$ cat src/pps_pkg.sv
// ----------------------------------------------------------------------------
// pps_pkg
// Shared types and constants for the preemptive priority scheduler.
// ----------------------------------------------------------------------------
package pps_pkg;

  localparam int DefMaxTasks = 16;
  localparam int IdW         = 8;
  localparam int TimeW       = 16;
  localparam int PriW        = 8;

  localparam logic [TimeW-1:0] TimeMax = '1;

  typedef enum logic {
    OP_LOAD = 1'b0,
    OP_TICK = 1'b1
  } op_t;

  typedef struct packed {
    logic [IdW-1:0]   id;
    logic [TimeW-1:0] arrival;
    logic [TimeW-1:0] remaining;
    logic [PriW-1:0]  prio;
  } slot_t;

  typedef struct packed {
    logic clear;
    logic sample;
  } sel_ctrl_t;

endpackage

$ cat src/pps_if.sv
// ----------------------------------------------------------------------------
// pps_in_if / pps_out_if
// Valid/ready channels carrying scheduler input and result words.
// ----------------------------------------------------------------------------
interface pps_in_if;
  import pps_pkg::*;

  logic              valid;
  logic              ready;
  logic              operation;
  logic [IdW-1:0]    task_id;
  logic [TimeW-1:0]  arrival_time;
  logic [TimeW-1:0]  burst_length;
  logic [PriW-1:0]   task_priority;

  modport source (output valid, operation, task_id, arrival_time, burst_length,
                  task_priority, input ready);
  modport sink   (input valid, operation, task_id, arrival_time, burst_length,
                  task_priority, output ready);
endinterface

interface pps_out_if;
  import pps_pkg::*;

  logic              valid;
  logic              ready;
  logic              ran_valid;
  logic [IdW-1:0]    ran_task_id;
  logic              task_completed;
  logic [TimeW-1:0]  time_now;
  logic              all_done;

  modport source (output valid, ran_valid, ran_task_id, task_completed, time_now,
                  all_done, input ready);
  modport sink   (input valid, ran_valid, ran_task_id, task_completed, time_now,
                  all_done, output ready);
endinterface

$ cat src/pps_best_sel.sv
// ----------------------------------------------------------------------------
// pps_best_sel
// Running selection of the best eligible slot and count of unfinished slots.
// ----------------------------------------------------------------------------
module pps_best_sel #(
  parameter int MAX_TASKS = pps_pkg::DefMaxTasks
) (
  input  logic                                clk,
  input  logic                                rst,
  input  pps_pkg::sel_ctrl_t                  ctrl,
  input  logic [$clog2(MAX_TASKS)-1:0]        entry_idx,
  input  pps_pkg::slot_t                      entry,
  input  logic [pps_pkg::TimeW-1:0]           now,
  output logic                                have,
  output logic [$clog2(MAX_TASKS)-1:0]        best_idx,
  output pps_pkg::slot_t                      best,
  output logic [$clog2(MAX_TASKS+1)-1:0]      nz_count
);
  import pps_pkg::*;

  localparam int CntW = $clog2(MAX_TASKS+1);

  logic eligible;
  logic better;

  assign eligible = (entry.arrival <= now) && (entry.remaining != '0);
  assign better   = !have || (entry.prio < best.prio) ||
                    ((entry.prio == best.prio) && (entry.arrival < best.arrival));

  always_ff @(posedge clk) begin
    if (rst) begin
      have     <= 1'b0;
      nz_count <= '0;
    end else if (ctrl.clear) begin
      have     <= 1'b0;
      nz_count <= '0;
    end else if (ctrl.sample) begin
      if (entry.remaining != '0) begin
        nz_count <= nz_count + CntW'(1);
      end
      if (eligible && better) begin
        have <= 1'b1;
      end
    end
  end

  always_ff @(posedge clk) begin
    if (ctrl.sample && !ctrl.clear && eligible && better) begin
      best_idx <= entry_idx;
      best     <= entry;
    end
  end

endmodule

$ cat src/preemptive_priority_scheduler_top.sv
// ----------------------------------------------------------------------------
// preemptive_priority_scheduler_top
// Task table in one synchronous memory; a tick scans it one slot per cycle.
// ----------------------------------------------------------------------------
// Load: no result word; the next word can follow at once.
// Tick: one memory read per slot, then a pick and write-back of the best slot;
//   the result word is registered on that write-back, which waits while an
//   earlier result is still held. The next word is taken after the write-back.
// Reset: slot count and time clear at once; table contents stay undefined.
module preemptive_priority_scheduler_top #(
  parameter int MAX_TASKS = pps_pkg::DefMaxTasks
) (
  input  logic       clk,
  input  logic       rst,
  pps_in_if.sink     req,
  pps_out_if.source  rsp
);
  import pps_pkg::*;

  localparam int IdxW = $clog2(MAX_TASKS);
  localparam int CntW = $clog2(MAX_TASKS+1);

  typedef enum logic [2:0] {
    ST_IDLE  = 3'b001,
    ST_SCAN  = 3'b010,
    ST_WRITE = 3'b100
  } state_t;

  state_t            state;
  logic [CntW-1:0]   slot_count;
  logic [TimeW-1:0]  current_time;
  logic [TimeW-1:0]  time_next;
  logic [CntW-1:0]   scan_cnt;

  slot_t             mem [MAX_TASKS];
  logic              wr_en;
  logic [IdxW-1:0]   wr_addr;
  slot_t             wr_data;
  logic              rd_en;
  logic [IdxW-1:0]   rd_addr;
  slot_t             rd_data;
  logic              rd_vld;
  logic [IdxW-1:0]   rd_idx;

  sel_ctrl_t         sel_ctrl;
  logic              have;
  logic [IdxW-1:0]   best_idx;
  slot_t             best;
  logic [CntW-1:0]   nz_count;

  logic              accept;
  logic              advance;
  logic              done;

  assign req.ready = (state == ST_IDLE);
  assign accept    = req.valid && req.ready;
  assign advance   = (state == ST_WRITE) && (!rsp.valid || rsp.ready);
  assign done      = have && (best.remaining == TimeW'(1));
  assign time_next = (current_time == TimeMax) ? current_time : current_time + TimeW'(1);

  always_comb begin
    wr_en   = 1'b0;
    wr_addr = slot_count[IdxW-1:0];
    wr_data = '{id: req.task_id, arrival: req.arrival_time,
                remaining: req.burst_length, prio: req.task_priority};
    rd_en   = 1'b0;
    rd_addr = scan_cnt[IdxW-1:0];
    sel_ctrl.clear  = 1'b0;
    sel_ctrl.sample = rd_vld;
    case (state)
      ST_IDLE: begin
        if (accept && (req.operation == OP_LOAD) && (slot_count < CntW'(MAX_TASKS))) begin
          wr_en = 1'b1;
        end
        if (accept && (req.operation == OP_TICK)) begin
          sel_ctrl.clear = 1'b1;
          rd_en          = (slot_count != '0);
          rd_addr        = '0;
        end
      end
      ST_SCAN: begin
        rd_en = (scan_cnt != slot_count);
      end
      ST_WRITE: begin
        if (advance && have) begin
          wr_en   = 1'b1;
          wr_addr = best_idx;
          wr_data = best;
          wr_data.remaining = best.remaining - TimeW'(1);
        end
      end
      default: begin
      end
    endcase
  end

  always_ff @(posedge clk) begin
    if (wr_en) begin
      mem[wr_addr] <= wr_data;
    end
    if (rd_en) begin
      rd_data <= mem[rd_addr];
      rd_idx  <= rd_addr;
    end
  end

  pps_best_sel #(
    .MAX_TASKS (MAX_TASKS)
  ) u_best_sel (
    .clk       (clk),
    .rst       (rst),
    .ctrl      (sel_ctrl),
    .entry_idx (rd_idx),
    .entry     (rd_data),
    .now       (current_time),
    .have      (have),
    .best_idx  (best_idx),
    .best      (best),
    .nz_count  (nz_count)
  );

  always_ff @(posedge clk) begin
    if (rst) begin
      state        <= ST_IDLE;
      slot_count   <= '0;
      current_time <= '0;
      scan_cnt     <= '0;
      rd_vld       <= 1'b0;
      rsp.valid    <= 1'b0;
    end else begin
      rd_vld <= rd_en;
      if (advance) begin
        rsp.valid <= 1'b1;
      end else if (rsp.ready) begin
        rsp.valid <= 1'b0;
      end
      case (state)
        ST_IDLE: begin
          if (accept && (req.operation == OP_LOAD)) begin
            if (slot_count < CntW'(MAX_TASKS)) begin
              slot_count <= slot_count + CntW'(1);
            end
          end else if (accept) begin
            scan_cnt <= CntW'(1);
            state    <= (slot_count == '0) ? ST_WRITE : ST_SCAN;
          end
        end
        ST_SCAN: begin
          if (scan_cnt == slot_count) begin
            state <= ST_WRITE;
          end else begin
            scan_cnt <= scan_cnt + CntW'(1);
          end
        end
        ST_WRITE: begin
          if (advance) begin
            current_time <= time_next;
            state        <= ST_IDLE;
          end
        end
        default: begin
          state <= ST_IDLE;
        end
      endcase
    end
  end

  always_ff @(posedge clk) begin
    if (advance) begin
      rsp.ran_valid      <= have;
      rsp.ran_task_id    <= have ? best.id : '0;
      rsp.task_completed <= done;
      rsp.time_now       <= time_next;
      rsp.all_done       <= ((nz_count - (done ? CntW'(1) : CntW'(0))) == '0);
    end
  end

endmodule

$ cat src/flat_wrapper.sv
// flat-port wrapper written by rule: the top's interface ports become plain ports
module preemptive_priority_scheduler_top_flat import pps_pkg::*;
#(
  parameter int MAX_TASKS = pps_pkg::DefMaxTasks
)
  (clk, rst, req_valid, req_operation, req_task_id, req_arrival_time, req_burst_length, req_task_priority, req_ready, rsp_valid, rsp_ran_valid, rsp_ran_task_id, rsp_task_completed, rsp_time_now, rsp_all_done, rsp_ready);
  pps_in_if req_i ();
  pps_out_if rsp_i ();
  input  logic clk;
  input  logic rst;
  input wire logic [$bits(req_i.valid)-1:0] req_valid;
  input wire logic [$bits(req_i.operation)-1:0] req_operation;
  input wire logic [$bits(req_i.task_id)-1:0] req_task_id;
  input wire logic [$bits(req_i.arrival_time)-1:0] req_arrival_time;
  input wire logic [$bits(req_i.burst_length)-1:0] req_burst_length;
  input wire logic [$bits(req_i.task_priority)-1:0] req_task_priority;
  output wire logic [$bits(req_i.ready)-1:0] req_ready;
  output wire logic [$bits(rsp_i.valid)-1:0] rsp_valid;
  output wire logic [$bits(rsp_i.ran_valid)-1:0] rsp_ran_valid;
  output wire logic [$bits(rsp_i.ran_task_id)-1:0] rsp_ran_task_id;
  output wire logic [$bits(rsp_i.task_completed)-1:0] rsp_task_completed;
  output wire logic [$bits(rsp_i.time_now)-1:0] rsp_time_now;
  output wire logic [$bits(rsp_i.all_done)-1:0] rsp_all_done;
  input wire logic [$bits(rsp_i.ready)-1:0] rsp_ready;
  assign req_i.valid = req_valid;
  assign req_i.operation = req_operation;
  assign req_i.task_id = req_task_id;
  assign req_i.arrival_time = req_arrival_time;
  assign req_i.burst_length = req_burst_length;
  assign req_i.task_priority = req_task_priority;
  assign req_ready = req_i.ready;
  assign rsp_valid = rsp_i.valid;
  assign rsp_ran_valid = rsp_i.ran_valid;
  assign rsp_ran_task_id = rsp_i.ran_task_id;
  assign rsp_task_completed = rsp_i.task_completed;
  assign rsp_time_now = rsp_i.time_now;
  assign rsp_all_done = rsp_i.all_done;
  assign rsp_i.ready = rsp_ready;
  preemptive_priority_scheduler_top #(.MAX_TASKS(MAX_TASKS)) u_core (.clk(clk), .rst(rst), .req(req_i), .rsp(rsp_i));
endmodule
$ cat config.mk
export PLATFORM = sky130hd
export DESIGN_NAME = preemptive_priority_scheduler_top_flat
export DESIGN_NICKNAME = d
export VERILOG_FILES = /design/src/pps_pkg.sv /design/src/pps_if.sv /design/src/pps_best_sel.sv /design/src/preemptive_priority_scheduler_top.sv /design/src/flat_wrapper.sv
export SDC_FILE = /design/constraint.sdc
export NUM_CORES = 1
export LEC_CHECK = 0
export ABC_CLOCK_PERIOD_IN_PS = 6790
export BUFFER_PORTS_ARGS = -buffer_cell sky130_fd_sc_hd__buf_4
export CORE_MARGIN = 4
export CORE_UTILIZATION = 55
export DETAILED_ROUTE_END_ITERATION = 12
export PLACE_DENSITY = 0.71
export SLEW_MARGIN = 20
export SYNTH_ARGS = -nofsm -noshare
export SYNTH_HDL_FRONTEND = slang
export SYNTH_SLANG_ARGS = --single-unit
$ cat constraint.sdc
create_clock -name clk -period 6.79 [get_ports clk]
set_clock_uncertainty 0.2 [all_clocks]
set_input_delay 1.358 -clock clk [delete_from_list [all_inputs] [get_ports clk]]
set_output_delay 1.358 -clock clk [all_outputs]
set_load 0.03 [all_outputs]
==> results.md, run 1 <==
- Pre-antenna DRT Iters: 6
- Total clock sinks: 936
- ANT nets after route: 0
- Leak: between 10 and 15 nW
- P per Cell Area: 296 nW/um^2
- Reg-to-reg endpoint: u_core.mem[7][45]$_DFFE_PP_
- Kind of start point of the critical path: flip-flop
- End of the critical path: u_core.mem[7][45]$_DFFE_PP_
- Commonest cells post-synth: 899 x edfxtp_1, 277 x nand2_1, 182 x o21ai_0, 147 x mux2i_1, 113 x nand3_1
- Post-Synthesis Cells: 2378
- Async set or reset register ratio after synthesis: 0%
- # diodes: 0
- Max Slew Vio Count: 0
- Post-synth top flop: edfxtp_1
- Worst Max-Slew Pin Slew: ~1.2 ns
- Status: complete, no violations
- Number of synthesized flops with an enable pin: roughly 900
- Register area share after synthesis: 74.4%
- Via count: roughly 22000
- # port buffers: between 80 and 90
- Setup violators final: 0
- Post-Syn Area: about 37000 um^2
- Total congestion overflow: 0
- H-tree Lvls: 3
- Die height: ~270 um
- Mapped Nets: 2478
- All-Layer GR Usage: approximately 25%
- Crit path required time: 6.86 ns
- Initial antenna violation count: 1
- Final net count: 2588
- DRC: 0
- FF-to-FF path depth: 6
- Placed Instances: ~3300
- IO Pins: 82
- R2r setup slk: between 2 and 3 ns
- Relative slew slack: about a fifth
- Final hold violation count: 0
- Period Utilization, post-route: 63.0%
- Detailed Route WL: 90800 um
- Pre-CTS setup slack: between 1.5 and 2 ns
- CTS Hold Bufs: 0
- Clk Latency, worst-skew pair: 0.66 ns
- Peak VDD IR: 0.170 mV
- CTS Buf Count: roughly 90
- Crit path from: u_core.u_best_sel.have$_SDFFE_PP0P_
- Vias in the first global route: about 22000
- CP endpoint kind: flip-flop
- Detail Placement HPWL: 48500 um
- Avg Cell Area, Syn: 15.7 um^2
- TritonCTS clock tree: yes
- Core area: about 67000 um^2
- Root Driver: clkbuf_16
- Clock-pin slew on the worst setup and hold paths: roughly 0.060 ns
- Synth area leaders: edfxtp_1 72%, mux2i_1 3.9%, mux4_2 2.9%
- Vias per Instance: 6.36
- Maxcap violations: 0
- Crit path DAT: about 4.3 ns
- Yosys reg bits: around 940
- Fin Hold WS: around 0.21 ns
- Top-count cell post-synth: edfxtp_1
- First-pass GRT wire length: 135000 um
- Cell accounting for the most synthesized area: edfxtp_1
- Synth warn: 0
- Final GP Congestion: approximately 0.84
- Initial core utilization: a little under three fifths
- Share of layout cells above drive strength 1: between 15 and 20%
- Max frequency: approximately 230 MHz
- RSZ-0062 raised after global routing: no
- Reg-to-reg startpoint: u_core.u_best_sel.have$_SDFFE_PP0P_
- CTS resizes: 0
- Worst Setup Slack, final: about 2.5 ns
- Fin crit period: ~4.3 ns
- Die area: between 70000 and 80000 um^2
- Die Wd: 268 um
- Setup bufs post-CTS: 0
- FP Rows: 95
- CTS Buffer Depth: 3
- Setup TNS: 0 ns
- WS Path Type: flip-flop to flip-flop
- Iteration-0 DRC count of the detailed router: between 2000 and 3000
- Hold WC Path Type: flip-flop to flip-flop
- Area grow syn2layout: 13.1%
- Largest fanout on the critical path: 29
- DR WL/cell: roughly 26 um
- Largest net degree at the start of global routing: about 100
- Yosys cell types: 65
- Share of the synthesized area in the top cell type: between 70% and 80%
- Layout Cells excl Fill: about 3400
## stage by stage
step,util [%],area (um^2),power [mW]
4_1_cts,62.7,42100,12.5
3_3_place_gp,58.3,39200,7.56
5_1_grt,62.8,42200,12.9
3_5_place_dp,58.3,39200,7.59
6_report,62.8,42200,12.5
2_1_floorplan,-,37300,7.26
## cell families (layout without fill, tap and decap cells)
logic type      count (synthesis)  in the layout  synth area share, %
buf+inv                       187            372                 2.02
flops                         936            936                 74.4
compound gates                400            400                 7.03
simple gates                  561            561                 6.87
xor+xnor                       49             49                 1.15
fa+ha+maj                      47             47                 1.58
mux                           198            198                 6.95
## power breakdown
group          switching (mW)  internal (mW)
combinational           0.620          0.340
sequential             0.0745           6.45
clock                    2.14           2.86
## area by class of cell
class | count | area [um^2]
fillers | 4622 | 25000
inverters | 53 | 200
clock inverters | 58 | 547
clock buffers | 111 | 2390
multi-input cells | 1255 | 9020
well taps | 873 | 1090
repair buffers | 150 | 1160
flip-flops and latches | 936 | 27700
## critical path, cell delays in order, from the launching register on
cell and delay [ns]:
dfxtp_1 0.92, inv_1 0.24, nor3_2 0.22, buf_4 0.38
a31oi_1 0.39, nor2_4 0.80, buf_4 0.69
## flip-flops by register name, indices dropped and copies added (netlist names), 3 cells and up
name,flops
u_core.current_time,16
u_core.u_best_sel.nz_count,5
u_core.rsp.ran_task_id,8
u_core.u_best_sel.best_idx,4
u_core.mem,768
u_core.state,3
u_core.rsp.time_now,16
u_core.rd_data,48
u_core.scan_cnt,5
u_core.u_best_sel.best,48
u_core.rd_idx,4
u_core.slot_count,5
## routing by layer
layer	track usage, %	routed length, um	up-vias
met5	0	12	-
li1	-	-	9457
met2	40.3	43200	1151
met1	36.0	36800	11077
met3	3.90	8040	183
met4	8.55	2700	2
## worst min-delay path by stage
stage | start | endpoint | slack, ns | cells after the start
2_1_floorplan | u_core.rd_data[40]$_DFFE_PP_ | u_core.u_best_sel.best[40]$_DFFE_PP_ | 0.20 | 0
3_3_place_gp | u_core.rd_idx[0]$_DFFE_PP_ | u_core.u_best_sel.best_idx[0]$_DFFE_PP_ | 0.20 | 0
3_5_place_dp | u_core.rd_idx[2]$_DFFE_PP_ | u_core.u_best_sel.best_idx[2]$_DFFE_PP_ | 0.21 | 0
4_1_cts | u_core.rd_data[45]$_DFFE_PP_ | u_core.u_best_sel.best[45]$_DFFE_PP_ | 0.21 | 0
5_1_grt | u_core.rd_data[45]$_DFFE_PP_ | u_core.u_best_sel.best[45]$_DFFE_PP_ | 0.21 | 0
6_report | u_core.rd_data[45]$_DFFE_PP_ | u_core.u_best_sel.best[45]$_DFFE_PP_ | 0.21 | 0
## placed cells by master (no fill, tap or decap), types with 19 or more instances in the layout
master	count
nand3_1	113
edfxtp_1	899
mux4_2	48
clkbuf_16	93
o21ai_0	175
nor2_1	57
nand2_1	275
o221ai_1	48
clkinv_2	25
a32oi_1	50
a21oi_1	27
nor3_1	19
ha_1	47
nor2_4	19
buf_4	147
dfxtp_1	35
a2bb2oi_1	48
inv_1	52
mux2i_1	147
xnor2_1	38
Note: power is estimated with default switching activity, not from simulation.
==> inputs of run 2 (changes only) <==
ABC_CLOCK_PERIOD_IN_PS = 3500   (was 6790)
PLACE_DENSITY = 0.74   (was 0.71)
clock period = 3.5 ns   (was 6.79 ns; I/O delays follow)
==> results.md, run 2 (synthesis gave the netlist of run 1 again) <==
- Via count: 21848 (-0.10%)
- Peak VDD IR: 0.351 mV (+110%)
- Vias per Instance: 6.31 (-0.82%)
- CTS Buf Count: 89 (-3.3%)
- IO Pins: 82 (unchanged)
- All-Layer GR Usage: 24.8% (-0.40 points)
- Util after Layout: 63.5% (+0.71 points)
- Fill count: 4472 (-3.2%)
- # diodes: 0 (unchanged)
- Die area: 72000 um^2 (unchanged)
- Hold Crit Depth: 3 (+3)
- Largest net degree at the start of global routing: 97 (-1.0%)
- Crit path DAT: 3.40 ns (-0.94 ns)
- Die Wd: 268 um (unchanged)
- CTS Buffer Depth: 3 (unchanged)
- Placed Instances: 3306 (+1.2%)
- DRC: 0 (unchanged)
- Relative slew slack: 28.2% (+9.1 points)
- Iteration-0 DRC count of the detailed router: 3020 (+2.8%)
- Final hold violation count: 0 (unchanged)
- FF-to-FF path depth: 7 (+1)
- Crit path required time: 3.67 ns (-3.19 ns)
- Crit path depth: 7 (+1)
- CTS resizes: 0 (unchanged)
- FP Rows: 95 (unchanged)
- Most frequent cells in the layout: 899 x edfxtp_1, 275 x nand2_1, 179 x o21ai_0, 159 x buf_4, 147 x mux2i_1
- Area grow syn2layout: 14.4%
- Detailed Route WL: 89500 um (-1.4%)
- Core area: 67200 um^2 (unchanged)
- Kind of start point of the critical path: flip-flop
- Pre-antenna DRT Iters: 5 (-1)
- Buf/Inv on CP: 1 (-2)
- Fin Hold WS: 0.150 ns (-0.0578 ns)
- Share of layout cells above drive strength 1: 15.6% (+0.35 points)
- Worst Max-Slew Pin Slew: 1.08 ns (-0.128 ns)
- Total clock sinks: 936 (unchanged)
- WS Path Type: flip-flop to flip-flop
- CP max-delay cell: dfxtp_1
- CP max stage delay: 0.45 ns (-0.47 ns)
- Setup violators final: 0 (unchanged)
- Leak: 14.3 nW (+1.5%)
- Largest register FFs: 768 (unchanged)
- Status: complete, no violations
- First-pass GRT wire length: 133000 um (-1.2%)
- Maxcap violations: 0 (unchanged)
- P per Cell Area: 562 nW/um^2 (+90%)
- Commonest non-fill, non-tap cell in the layout: edfxtp_1
- ANT nets after route: 0 (unchanged)
- Vias in the first global route: 21692 (-0.40%)
- Fin crit period: 3.23 ns (-1.05 ns)
- Crit path cell chain: nor3b_4, nand3_1, nand2_4, buf_12, a2bb2oi_1, nand3_1, o21ai_0
- Die height: 268 um (unchanged)
- Period Utilization, post-route: 92.2% (+29 points)
- RSZ-0062 raised after global routing: no
- CTS Hold Bufs: 0 (unchanged)
- Reg with most FFs: u_core.mem
- Layout Cells excl Fill: 3461 (+0.73%)
- Clock-pin slew on the worst setup and hold paths: 0.06 ns (about the same)
- Cell mode on critical path: nand3_1
- Final GP Congestion: 0.875 (+4.3%)
- Max frequency: 310 MHz (+32%)
- Final net count: 2624 (+1.4%)
- DR WL/cell: 25.9 um (-2.1%)
- Clk Latency, worst-skew pair: 0.64 ns (-0.02 ns)
- H-tree Lvls: 3 (unchanged)
- Largest delay contributor family on the critical path: simple AND/OR/NAND/NOR gates
- Root Driver: clkbuf_16
- Initial core utilization: 55.5% (unchanged)
- Max Slew Vio Count: 0 (unchanged)
- Hold WC Path Type: input pin to flip-flop
- Total congestion overflow: 0 (unchanged)
- Detail Placement HPWL: 53200 um (+9.8%)
- Largest fanout on the critical path: 96 (+230%)
- Setup bufs post-CTS: 0 (unchanged)
- TritonCTS clock tree: yes
- # port buffers: 81 (unchanged)
- Top flop regs: u_core.mem x768, u_core.rd_data x48, u_core.u_best_sel.best x48
- CP endpoint kind: flip-flop
- Initial antenna violation count: 1 (unchanged)
==> run 2: changes by cell type in the layout (fill, tap and decap cells not counted), moves of 3 or more <==
cell,before,now
o21ai_2,4,0
o21ai_0,175,179
buf_4,147,159
clkinv_1,15,18
clkinv_2,25,11
buf_12,1,30
==> run 2: layout make-up <==
class | instances | area (um^2) | share of cell area [%]
Inverter | 53 | 200 | 0.469
Timing Repair Buffer | 189 | 1790 | 4.21
Sequential cell | 936 | 27700 | 65.1
Multi-Input combinational cell | 1255 | 8990 | 21.1
Clock inverter | 40 | 375 | 0.880
Clock buffer | 115 | 2440 | 5.72
Tap cell | 873 | 1090 | 2.56
==> run 2: metal layers <==
layer  part of all wire [%]  vias to the layer above  global-route usage [%]
met5                      0                        -                       0
met2                     47                     1215                    38.7
met1                     40                    10967                    36.0
met3                     10                      152                    4.89
met4                    2.5                        0                    7.29
li1                       -                     9514                       -
==> run 2: worst paths after layout <==
kind                            slack (ns)                              endpoint                         start
worst max-delay path                  0.27           u_core.rd_data[7]$_DFFE_PP_  u_core.state[0]$_SDFFE_PP1P_
worst min-delay path                  0.15         u_core.rsp.valid$_SDFFE_PP0P_                     rsp_ready
worst max register to register        0.27           u_core.rd_data[7]$_DFFE_PP_  u_core.state[0]$_SDFFE_PP1P_
worst min register to register        0.22  u_core.u_best_sel.best[40]$_DFFE_PP_  u_core.rd_data[40]$_DFFE_PP_
==> run 2: where the power goes <==
group	leakage, nW	switching (mW)	internal (mW)
clock network	1.37	3.95	5.41
registers	8.39	0.103	12.5
logic	4.49	1.28	0.718
total	14.3	5.33	18.6
==> run 2: stage by stage <==
step	power (mW)	cell area (um^2)	setup slack (ns)	setup TNS (ns)
final	24.0	42600	0.271	0
after global placement	14.7	39800	0.154	0
after CTS	24.1	42600	0.344	0
after global routing	24.7	42600	0.195	0
after floorplan	14.1	37400	-0.159	-36.71
after detailed placement	14.8	39800	0.0880	0
==> run 2: tightest hold or removal path, delay by kind of cell <==
family / cells / cell delay [ns]
AOI/OAI and AO/OA: 1 / 0.05
buffers and inverters: 1 / 0.08
and+or+nand+nor: 1 / 0.09
